--- config.mk ---
export PLATFORM = sky130hd
export DESIGN_NAME = touch_threshold_hysteresis_detector_core
export DESIGN_NICKNAME = d
export VERILOG_FILES = /design/src/design/tthd_pkg.sv /design/src/design/touch_threshold_hysteresis_detector_core.sv /design/src/design/tthd_decide.sv
export VERILOG_INCLUDE_DIRS = /design/src /design/src/design
export SDC_FILE = /design/constraint.sdc
export NUM_CORES = 1
export LEC_CHECK = 0
export ABC_AREA = 1
export BUFFER_PORTS_ARGS = -buffer_cell sky130_fd_sc_hd__clkbuf_2
export CORE_MARGIN = 5
export CORE_UTILIZATION = 45
export CTS_CLUSTER_DIAMETER = 50
export CTS_CLUSTER_SIZE = 10
export DETAILED_ROUTE_END_ITERATION = 12
export GPL_ROUTABILITY_DRIVEN = 0
export GPL_TIMING_DRIVEN = 0
export SYNTH_ARGS = -nofsm -noshare
export SYNTH_HDL_FRONTEND = slang
export SYNTH_SLANG_ARGS = --single-unit
--- constraint.sdc ---
create_clock -name clk -period 3.2 [get_ports clk]
set_input_delay 0.64 -clock clk [delete_from_list [all_inputs] [get_ports clk]]
set_output_delay 0.64 -clock clk [all_outputs]
set_load 0.05 [all_outputs]
--- src/design/touch_threshold_hysteresis_detector_core_macros.svh ---
// Assertion macros used by the touch detector core RTL.
`ifndef TOUCH_THRESHOLD_HYSTERESIS_DETECTOR_CORE_MACROS_SVH
`define TOUCH_THRESHOLD_HYSTERESIS_DETECTOR_CORE_MACROS_SVH

`ifndef SYNTHESIS
// Same-cycle implication, checked on every rising clock edge outside reset.
`define TTHD_ASSERT_NOW(label, ante, cons) \
    label: assert property (@(posedge clk) disable iff (!rst_n) (ante) |-> (cons)) \
        else $error("touch detector check failed");
// Next-cycle implication, checked on every rising clock edge outside reset.
`define TTHD_ASSERT_NEXT(label, ante, cons) \
    label: assert property (@(posedge clk) disable iff (!rst_n) (ante) |=> (cons)) \
        else $error("touch detector check failed");
`else
`define TTHD_ASSERT_NOW(label, ante, cons)
`define TTHD_ASSERT_NEXT(label, ante, cons)
`endif

`endif

--- src/design/tthd_pkg.sv ---
// Types, constants and register codes of the touch threshold detector.
package tthd_pkg;

    localparam int SAMPLE_W = 16;
    localparam int TIME_W   = 32;
    localparam int LEVEL_W  = 7;
    localparam int CFG_IDX_W  = 3;
    localparam int CFG_DATA_W = 32;
    localparam int S_TDATA_W  = 48;
    localparam int M_TDATA_W  = 16;

    localparam logic [SAMPLE_W-1:0] OFF_THRESHOLD_RST = 16'd1150;
    localparam logic [SAMPLE_W-1:0] ON_THRESHOLD_RST  = 16'd1500;
    localparam logic [SAMPLE_W-1:0] UPPER_LIMIT_RST   = 16'd4500;
    localparam logic [LEVEL_W-1:0]  LOW_LEVEL_RST     = 7'd0;
    localparam logic [LEVEL_W-1:0]  HIGH_LEVEL_RST    = 7'd127;
    localparam logic [TIME_W-1:0]   HOLD_OFF_MS_RST   = 32'd10;

    localparam logic [CFG_IDX_W-1:0] CFG_OFF_THRESHOLD       = 3'd0;
    localparam logic [CFG_IDX_W-1:0] CFG_ON_THRESHOLD        = 3'd1;
    localparam logic [CFG_IDX_W-1:0] CFG_UPPER_LIMIT         = 3'd2;
    localparam logic [CFG_IDX_W-1:0] CFG_HOVER_AFTER_RELEASE = 3'd3;
    localparam logic [CFG_IDX_W-1:0] CFG_LOW_LEVEL           = 3'd4;
    localparam logic [CFG_IDX_W-1:0] CFG_HIGH_LEVEL          = 3'd5;
    localparam logic [CFG_IDX_W-1:0] CFG_HOLD_OFF_MS         = 3'd6;

    typedef enum logic [1:0] {
        EV_NONE    = 2'd0,
        EV_TOUCH   = 2'd1,
        EV_RELEASE = 2'd2,
        EV_OUT     = 2'd3
    } event_t;

    typedef struct packed {
        logic [SAMPLE_W-1:0] off_threshold;
        logic [SAMPLE_W-1:0] on_threshold;
        logic [SAMPLE_W-1:0] upper_limit;
        logic                hover_after_release;
        logic [LEVEL_W-1:0]  low_level;
        logic [LEVEL_W-1:0]  high_level;
        logic [TIME_W-1:0]   hold_off_ms;
    } cfg_t;

    typedef struct packed {
        logic              holding_off;
        logic              is_touched;
        logic              is_hovered;
        logic [TIME_W-1:0] event_time;
    } state_t;

    typedef struct packed {
        event_t             event_res;
        logic [LEVEL_W-1:0] level;
    } result_t;

endpackage

--- src/design/touch_threshold_hysteresis_detector_core.sv ---
// Top level of the capacitive touch threshold detector with hysteresis and hold-off.
//
// Each input word carries one raw capacitive sample and the current millisecond
// time, and every input word produces exactly one output word with an event code
// and a level. An untouched sensor whose sample reaches upper_limit reports a touch
// at high_level; a touched sensor whose sample drops below on_threshold reports a
// release (at low_level and becoming hovered when hover_after_release is set, at
// level 0 otherwise); a hovered sensor whose sample drops below off_threshold
// reports out of range at level 0. After any event, samples are ignored until the
// time elapsed since the event, taken modulo 2^32, exceeds hold_off_ms. The block
// accepts one word per clock cycle while the output side keeps reading. A word is
// held in the input register, then the decision logic, three 16-bit compares, a
// 32-bit compare and one 32-bit subtract, updates the sensor state and loads the
// output register once that register is empty or being read. The output
// register decouples the two sides: a new word is accepted whenever the input
// register is empty or moves on in the same cycle. Configuration registers are
// written through cfg_we, cfg_index and cfg_data and should only change while no
// word is in flight.
`include "touch_threshold_hysteresis_detector_core_macros.svh"

module touch_threshold_hysteresis_detector_core
(
    input  logic                                clk,
    input  logic                                rst_n,
    // Configuration write port.
    input  logic                                cfg_we,
    input  logic [tthd_pkg::CFG_IDX_W-1:0]      cfg_index,
    input  logic [tthd_pkg::CFG_DATA_W-1:0]     cfg_data,
    // Sample stream in.
    input  logic                                s_tvalid,
    output logic                                s_tready,
    input  logic [tthd_pkg::S_TDATA_W-1:0]      s_tdata,   // [15:0] sample, [47:16] now_ms
    // Result stream out.
    output logic                                m_tvalid,
    input  logic                                m_tready,
    output logic [tthd_pkg::M_TDATA_W-1:0]      m_tdata    // [1:0] event_res, [8:2] level, rest 0
);
    import tthd_pkg::*;

    cfg_t                cfg_reg;
    state_t              state_reg;
    state_t              state_next;
    result_t             result_next;
    result_t             result_reg;
    logic                in_valid_reg;
    logic [SAMPLE_W-1:0] sample_reg;
    logic [TIME_W-1:0]   now_ms_reg;
    logic                out_valid_reg;
    logic                advance;

    // A word moves from the input register to the output register when the
    // output register is empty or is being read in this same cycle.
    assign advance  = in_valid_reg && (!out_valid_reg || m_tready);
    assign s_tready = !in_valid_reg || advance;

    // Configuration registers; writes beyond the last index are dropped.
    always_ff @(posedge clk or negedge rst_n)
    begin
        if (!rst_n)
        begin
            cfg_reg.off_threshold       <= OFF_THRESHOLD_RST;
            cfg_reg.on_threshold        <= ON_THRESHOLD_RST;
            cfg_reg.upper_limit         <= UPPER_LIMIT_RST;
            cfg_reg.hover_after_release <= 1'b0;
            cfg_reg.low_level           <= LOW_LEVEL_RST;
            cfg_reg.high_level          <= HIGH_LEVEL_RST;
            cfg_reg.hold_off_ms         <= HOLD_OFF_MS_RST;
        end
        else if (cfg_we)
        begin
            case (cfg_index)
                CFG_OFF_THRESHOLD:       cfg_reg.off_threshold <= cfg_data[SAMPLE_W-1:0];
                CFG_ON_THRESHOLD:        cfg_reg.on_threshold  <= cfg_data[SAMPLE_W-1:0];
                CFG_UPPER_LIMIT:         cfg_reg.upper_limit   <= cfg_data[SAMPLE_W-1:0];
                CFG_HOVER_AFTER_RELEASE: cfg_reg.hover_after_release <= cfg_data[0];
                CFG_LOW_LEVEL:           cfg_reg.low_level     <= cfg_data[LEVEL_W-1:0];
                CFG_HIGH_LEVEL:          cfg_reg.high_level    <= cfg_data[LEVEL_W-1:0];
                CFG_HOLD_OFF_MS:         cfg_reg.hold_off_ms   <= cfg_data[TIME_W-1:0];
                default:
                begin
                end
            endcase
        end
    end

    // Input register.
    always_ff @(posedge clk or negedge rst_n)
    begin
        if (!rst_n)
        begin
            in_valid_reg <= 1'b0;
        end
        else if (s_tready)
        begin
            in_valid_reg <= s_tvalid;
        end
    end

    always_ff @(posedge clk)
    begin
        if (s_tvalid && s_tready)
        begin
            sample_reg <= s_tdata[SAMPLE_W-1:0];
            now_ms_reg <= s_tdata[SAMPLE_W+TIME_W-1:SAMPLE_W];
        end
    end

    tthd_decide u_decide
    (
        .cfg        (cfg_reg),
        .state      (state_reg),
        .sample     (sample_reg),
        .now_ms     (now_ms_reg),
        .state_next (state_next),
        .result     (result_next)
    );

    // Sensor state changes only when a word actually passes through the logic.
    always_ff @(posedge clk or negedge rst_n)
    begin
        if (!rst_n)
        begin
            state_reg.holding_off <= 1'b0;
            state_reg.is_touched  <= 1'b0;
            state_reg.is_hovered  <= 1'b0;
            state_reg.event_time  <= '0;
        end
        else if (advance)
        begin
            state_reg <= state_next;
        end
    end

    // Output register.
    always_ff @(posedge clk or negedge rst_n)
    begin
        if (!rst_n)
        begin
            out_valid_reg <= 1'b0;
        end
        else if (advance)
        begin
            out_valid_reg <= 1'b1;
        end
        else if (m_tready)
        begin
            out_valid_reg <= 1'b0;
        end
    end

    always_ff @(posedge clk)
    begin
        if (advance)
        begin
            result_reg <= result_next;
        end
    end

    assign m_tvalid = out_valid_reg;
    assign m_tdata  = {{(M_TDATA_W - LEVEL_W - 2){1'b0}}, result_reg.level,
                       result_reg.event_res};

    // A quiet result always carries level 0.
    `TTHD_ASSERT_NOW(a_none_level_zero,
        out_valid_reg && result_reg.event_res == EV_NONE, result_reg.level == '0)
    // Any reported event starts a hold-off.
    `TTHD_ASSERT_NEXT(a_event_starts_hold,
        advance && result_next.event_res != EV_NONE, state_reg.holding_off)
    // A sensor is never touched and hovered at the same time.
    `TTHD_ASSERT_NOW(a_touch_hover_exclusive,
        state_reg.is_touched, !state_reg.is_hovered)
    // The state stays put while no word passes through.
    `TTHD_ASSERT_NEXT(a_state_holds,
        !advance, state_reg == $past(state_reg))

endmodule

--- src/design/tthd_decide.sv ---
// Per-sample decision logic: hold-off timing, event priority and state update.
module tthd_decide
(
    input  tthd_pkg::cfg_t                    cfg,
    input  tthd_pkg::state_t                  state,
    input  logic [tthd_pkg::SAMPLE_W-1:0]     sample,
    input  logic [tthd_pkg::TIME_W-1:0]       now_ms,
    output tthd_pkg::state_t                  state_next,
    output tthd_pkg::result_t                 result
);
    import tthd_pkg::*;

    logic [TIME_W-1:0] elapsed;

    // Modulo 2^32 difference, so a wrap of the millisecond counter is harmless.
    assign elapsed = now_ms - state.event_time;

    always_comb
    begin
        state_next       = state;
        result.event_res = EV_NONE;
        result.level     = '0;

        if (state.holding_off)
        begin
            // The sample that ends the hold-off is still ignored.
            if (elapsed > cfg.hold_off_ms)
            begin
                state_next.holding_off = 1'b0;
            end
        end
        else if (sample >= cfg.upper_limit && !state.is_touched)
        begin
            result.event_res      = EV_TOUCH;
            result.level          = cfg.high_level;
            state_next.is_hovered = 1'b0;
            state_next.is_touched = 1'b1;
        end
        else if (sample < cfg.on_threshold && state.is_touched)
        begin
            result.event_res      = EV_RELEASE;
            state_next.is_touched = 1'b0;
            if (cfg.hover_after_release)
            begin
                state_next.is_hovered = 1'b1;
                result.level          = cfg.low_level;
            end
        end
        else if (sample < cfg.off_threshold && state.is_hovered)
        begin
            result.event_res      = EV_OUT;
            state_next.is_touched = 1'b0;
            state_next.is_hovered = 1'b0;
        end

        if (result.event_res != EV_NONE)
        begin
            state_next.event_time  = now_ms;
            state_next.holding_off = 1'b1;
        end
    end

endmodule
==> metrics.csv <==
stage,metric,value,unit
worst_setup_path,"Slowest-stage cell, CP",edfxtp_1,
power_and_ir_drop,Pwr Density,856,nW/um^2
drt,vias per cell,4.92,
logic_synthesis,Unique masters post-synth,42,
drt,wire per inst,14.9,um
layout,antenna cells,0,
cts,TritonCTS Buffers,17,
min_path,Worst Hold Class,in -> async,
sta,RSZ-0062 raised after global routing,true,
sta,Final Hold Viols,0,
placed_design,HPWL after DPL,20100,um
global_route,number of global-route vias before repair,7978,
sta,worst-margin pin slew,682,ps
global_route,first-pass GRT wire length,41500,um
drt,residual DRC count,0,
layout,nets@finish,1587,
sta,final hold slack,103,ps
layout,final core utilization,54.2,%
worst_setup_path,r2r setup slk,130,ps
sta,fmax,0.326,GHz
worst_setup_path,R2R depth,26,
floorplan,die area,27300,um^2
logic_synthesis,Ys Warns,0,
flow_run,max-cap violations,0,
power_and_ir_drop,Pleak,6.17,nW
sta,Final Setup Violations,0,
worst_setup_path,r2r startpoint,now_ms_reg[0]$_DFFE_PP_,
placed_design,Buffers on Ports,98,
cts,Longest Clk Path Bufs,2,
global_route,largest net degree at the start of global routing,96,
logic_synthesis,Syn Inst Count,1252,
cts,htree depth,4,
floorplan,IO Pins,106,
layout,area occupied by multi-input gates,5170,um^2
worst_setup_path,crit path DAT,3400,ps
power_and_ir_drop,Max VDD drop,349,uV
outcome,status,finished clean,
logic_synthesis,Post-Syn Area,10900,um^2
drt,detailed-router iteration count before antenna repair,5,
worst_setup_path,Crit Path Class,reg -> reg,
layout,register area,5050,um^2
layout,share of layout cells above drive strength 1,20.6,%
logic_synthesis,"Avg Cell Area, Syn",8.67,um^2
drt,routed wire length,25700,um
sta,fin crit share,95.9,%
cts,CTS root buffer,clkbuf_16,
layout,P&R area growth vs syn,17.9,%
cts,worst-skew pair later-pin latency,440,ps
sta,clock skew,10.6,ps
floorplan,Rows,56,
worst_setup_path,CP Capture Type,flop,
worst_setup_path,Worst setup SP type,flop,
drt,Vias,8465,
cts,CTS tree,yes,
logic_synthesis,"EDFF count, synth",57,
worst_setup_path,crit-path most repeated cell,nand2_1,
layout,Fillers,2263,
logic_synthesis,"flops & latches, synth",189,
logic_synthesis,asr flop ratio synth,69.8,%
layout,number of flip-flops in the largest register,95,
sta,Slew headroom,54.5,%
drt,Antenna Nets Post-Route,0,
worst_setup_path,CP peak stage delay,400,ps
worst_setup_path,crit path max fanout,3,
global_route,initial antenna violation count,0,
cts,clock sinks,189,
worst_setup_path,Reg-to-Reg End,state_reg[34]$_DFFE_PN0P_,
floorplan,die width,165,um
cts,clock transition at the registers of the reported paths,80,ps
floorplan,die outline height,165,um
drt,detailed router's first-iteration violation count,514,
global_route,total global-route track usage,19.4,%
floorplan,core area,23600,um^2
worst_setup_path,critical path required time,3530,ps
sta,Final min period,3070,ps
floorplan,Starting Density,46.0,%
global_route,global route total overflow,0,
logic_synthesis,ys flop type,dfrtp_1,
sta,final-report max-slew violation count,0,
logic_synthesis,sequential fraction of the synthesis area,46.5,%
how the worst max path moves through the flow:
| stage | depth (start not counted) | start | end | slack [ps] |
|---|---|---|---|---|
| floorplan | 23 | now_ms_reg[0]$_DFFE_PP_ | state_reg[34]$_DFFE_PN0P_ | 400 |
| global placement | 1 | rst_n | state_reg[27]$_DFFE_PN0P_ | -810 |
| detailed placement | 23 | now_ms_reg[0]$_DFFE_PP_ | state_reg[34]$_DFFE_PN0P_ | -160 |
| CTS | 23 | now_ms_reg[0]$_DFFE_PP_ | state_reg[34]$_DFFE_PN0P_ | 20 |
| global route | 22 | state_reg[10]$_DFFE_PN0P_ | state_reg[34]$_DFFE_PN0P_ | -110 |
| finish | 26 | now_ms_reg[0]$_DFFE_PP_ | state_reg[34]$_DFFE_PN0P_ | 130 |
critical path, delay by kind of cell, from the launching register on:
| family | cells | cell delay [ps] |
|---|---|---|
| buffers and inverters | 2 | 130 |
| AND/OR/NAND/NOR | 21 | 1630 |
| flip-flops | 1 | 400 |
| adder cells (fa/ha/maj) | 3 | 780 |
Yosys cell counts, types with 2 or more instances:
| master | count | area, um^2 |
|---|---|---|
| nand4_1 | 8 | 50.1 |
| clkbuf_1 | 18 | 67.6 |
| buf_6 | 4 | 45.0 |
| nand3_1 | 34 | 170 |
| o21ai_0 | 102 | 510 |
| inv_1 | 191 | 717 |
| o211ai_1 | 4 | 30.0 |
| xnor2_1 | 5 | 43.8 |
| o21a_1 | 2 | 15.0 |
| dfrtp_1 | 104 | 2600 |
| nand2_2 | 11 | 68.8 |
| dfstp_2 | 28 | 736 |
| nor3_1 | 6 | 30.0 |
| a21oi_1 | 88 | 440 |
| o21bai_1 | 4 | 30.0 |
| edfxtp_1 | 57 | 1710 |
| nand2_1 | 305 | 1140 |
| buf_4 | 7 | 52.6 |
| xor2_1 | 21 | 184 |
| o21ai_2 | 31 | 272 |
| ha_1 | 109 | 1360 |
| o21ai_1 | 3 | 15.0 |
| a31oi_1 | 4 | 25.0 |
| nand2_4 | 3 | 33.8 |
| a21o_1 | 2 | 15.0 |
| nor2_1 | 85 | 319 |
per-stage QoR:
step	worst slack, ps	std cells	power [mW]	setup TNS [ps]	cell area, um^2
after floorplan	399	1258	6.95	0	10900
after global placement	-805	1675	8.03	-82260	11800
after detailed placement	-163	1677	8.15	-163	11800
after CTS	20.3	1710	10.5	0	12500
after global routing	-105	1721	11.9	-105	12800
final	131	1721	11.0	0	12800
power breakdown:
group	switching (mW)	internal (mW)	total, mW
Clock	1.01	1.25	2.25
Sequential	0.219	3.07	3.29
Combinational	3.31	2.10	5.41
layout by cell type, fill, tap and decap left out, types with 4 or more instances in the layout:
cell,n
o21ai_2,31
inv_6,4
nand3_2,4
clkbuf_1,20
o21ai_0,100
o211ai_1,4
clkbuf_2,97
inv_1,187
nor3_1,6
dfrtp_1,104
o21ai_1,4
a21oi_1,80
ha_4,5
ha_1,95
o21bai_1,4
dfstp_2,28
nand4_1,8
buf_4,19
nor2_2,7
nand3_1,30
nand2_2,23
nand2_1,292
nor2_1,76
ha_2,9
edfxtp_1,57
buf_6,4
nand2_4,4
conb_1,7
clkbuf_16,18
a21oi_2,5
xnor2_1,5
xor2_1,21
inv_2,5
per-layer routing:
metal  share of wire, %  vias to the layer above  GRT usage (%)
met2                 42                      191           28.3
met1                 51                     3916           29.7
met3                5.3                       22           3.87
met5                  0                        -              0
met4                1.1                        0           4.27
li1                   -                     4336              -
area by class of cell:
cell class                 instances  area share (%)
sequential                       189            39.5
clock inverter                    11            1.12
multi-input combinational        845            40.4
buffer                            31            1.56
clock buffer                      21            3.69
timing repair buffer             112            4.98
tap                              319            3.12
inverter                         193            5.68
logic make-up after synthesis:
| group | Yosys count | share of synthesized area (%) |
|---|---|---|
| adder cells (fa/ha/maj) | 110 | 12.7 |
| flip-flops | 189 | 46.5 |
| AO/OA/AOI/OAI | 244 | 12.8 |
| XOR/XNOR | 26 | 2.10 |
| buffers and inverters | 224 | 8.54 |
| other | 1 | 0.0345 |
| AND/OR/NAND/NOR | 458 | 17.3 |
repair_timing:
| action | CTS | global route |
|---|---|---|
| buffers inserted | 1 | 11 |
| pin swaps | 3 | 21 |
| gates resized for setup | 15 | 55 |
| hold buffers | 0 | 0 |
| endpoints found under the setup margin | 1 | 1 |
No activity file was read; power rests on OpenSTA's default activity.
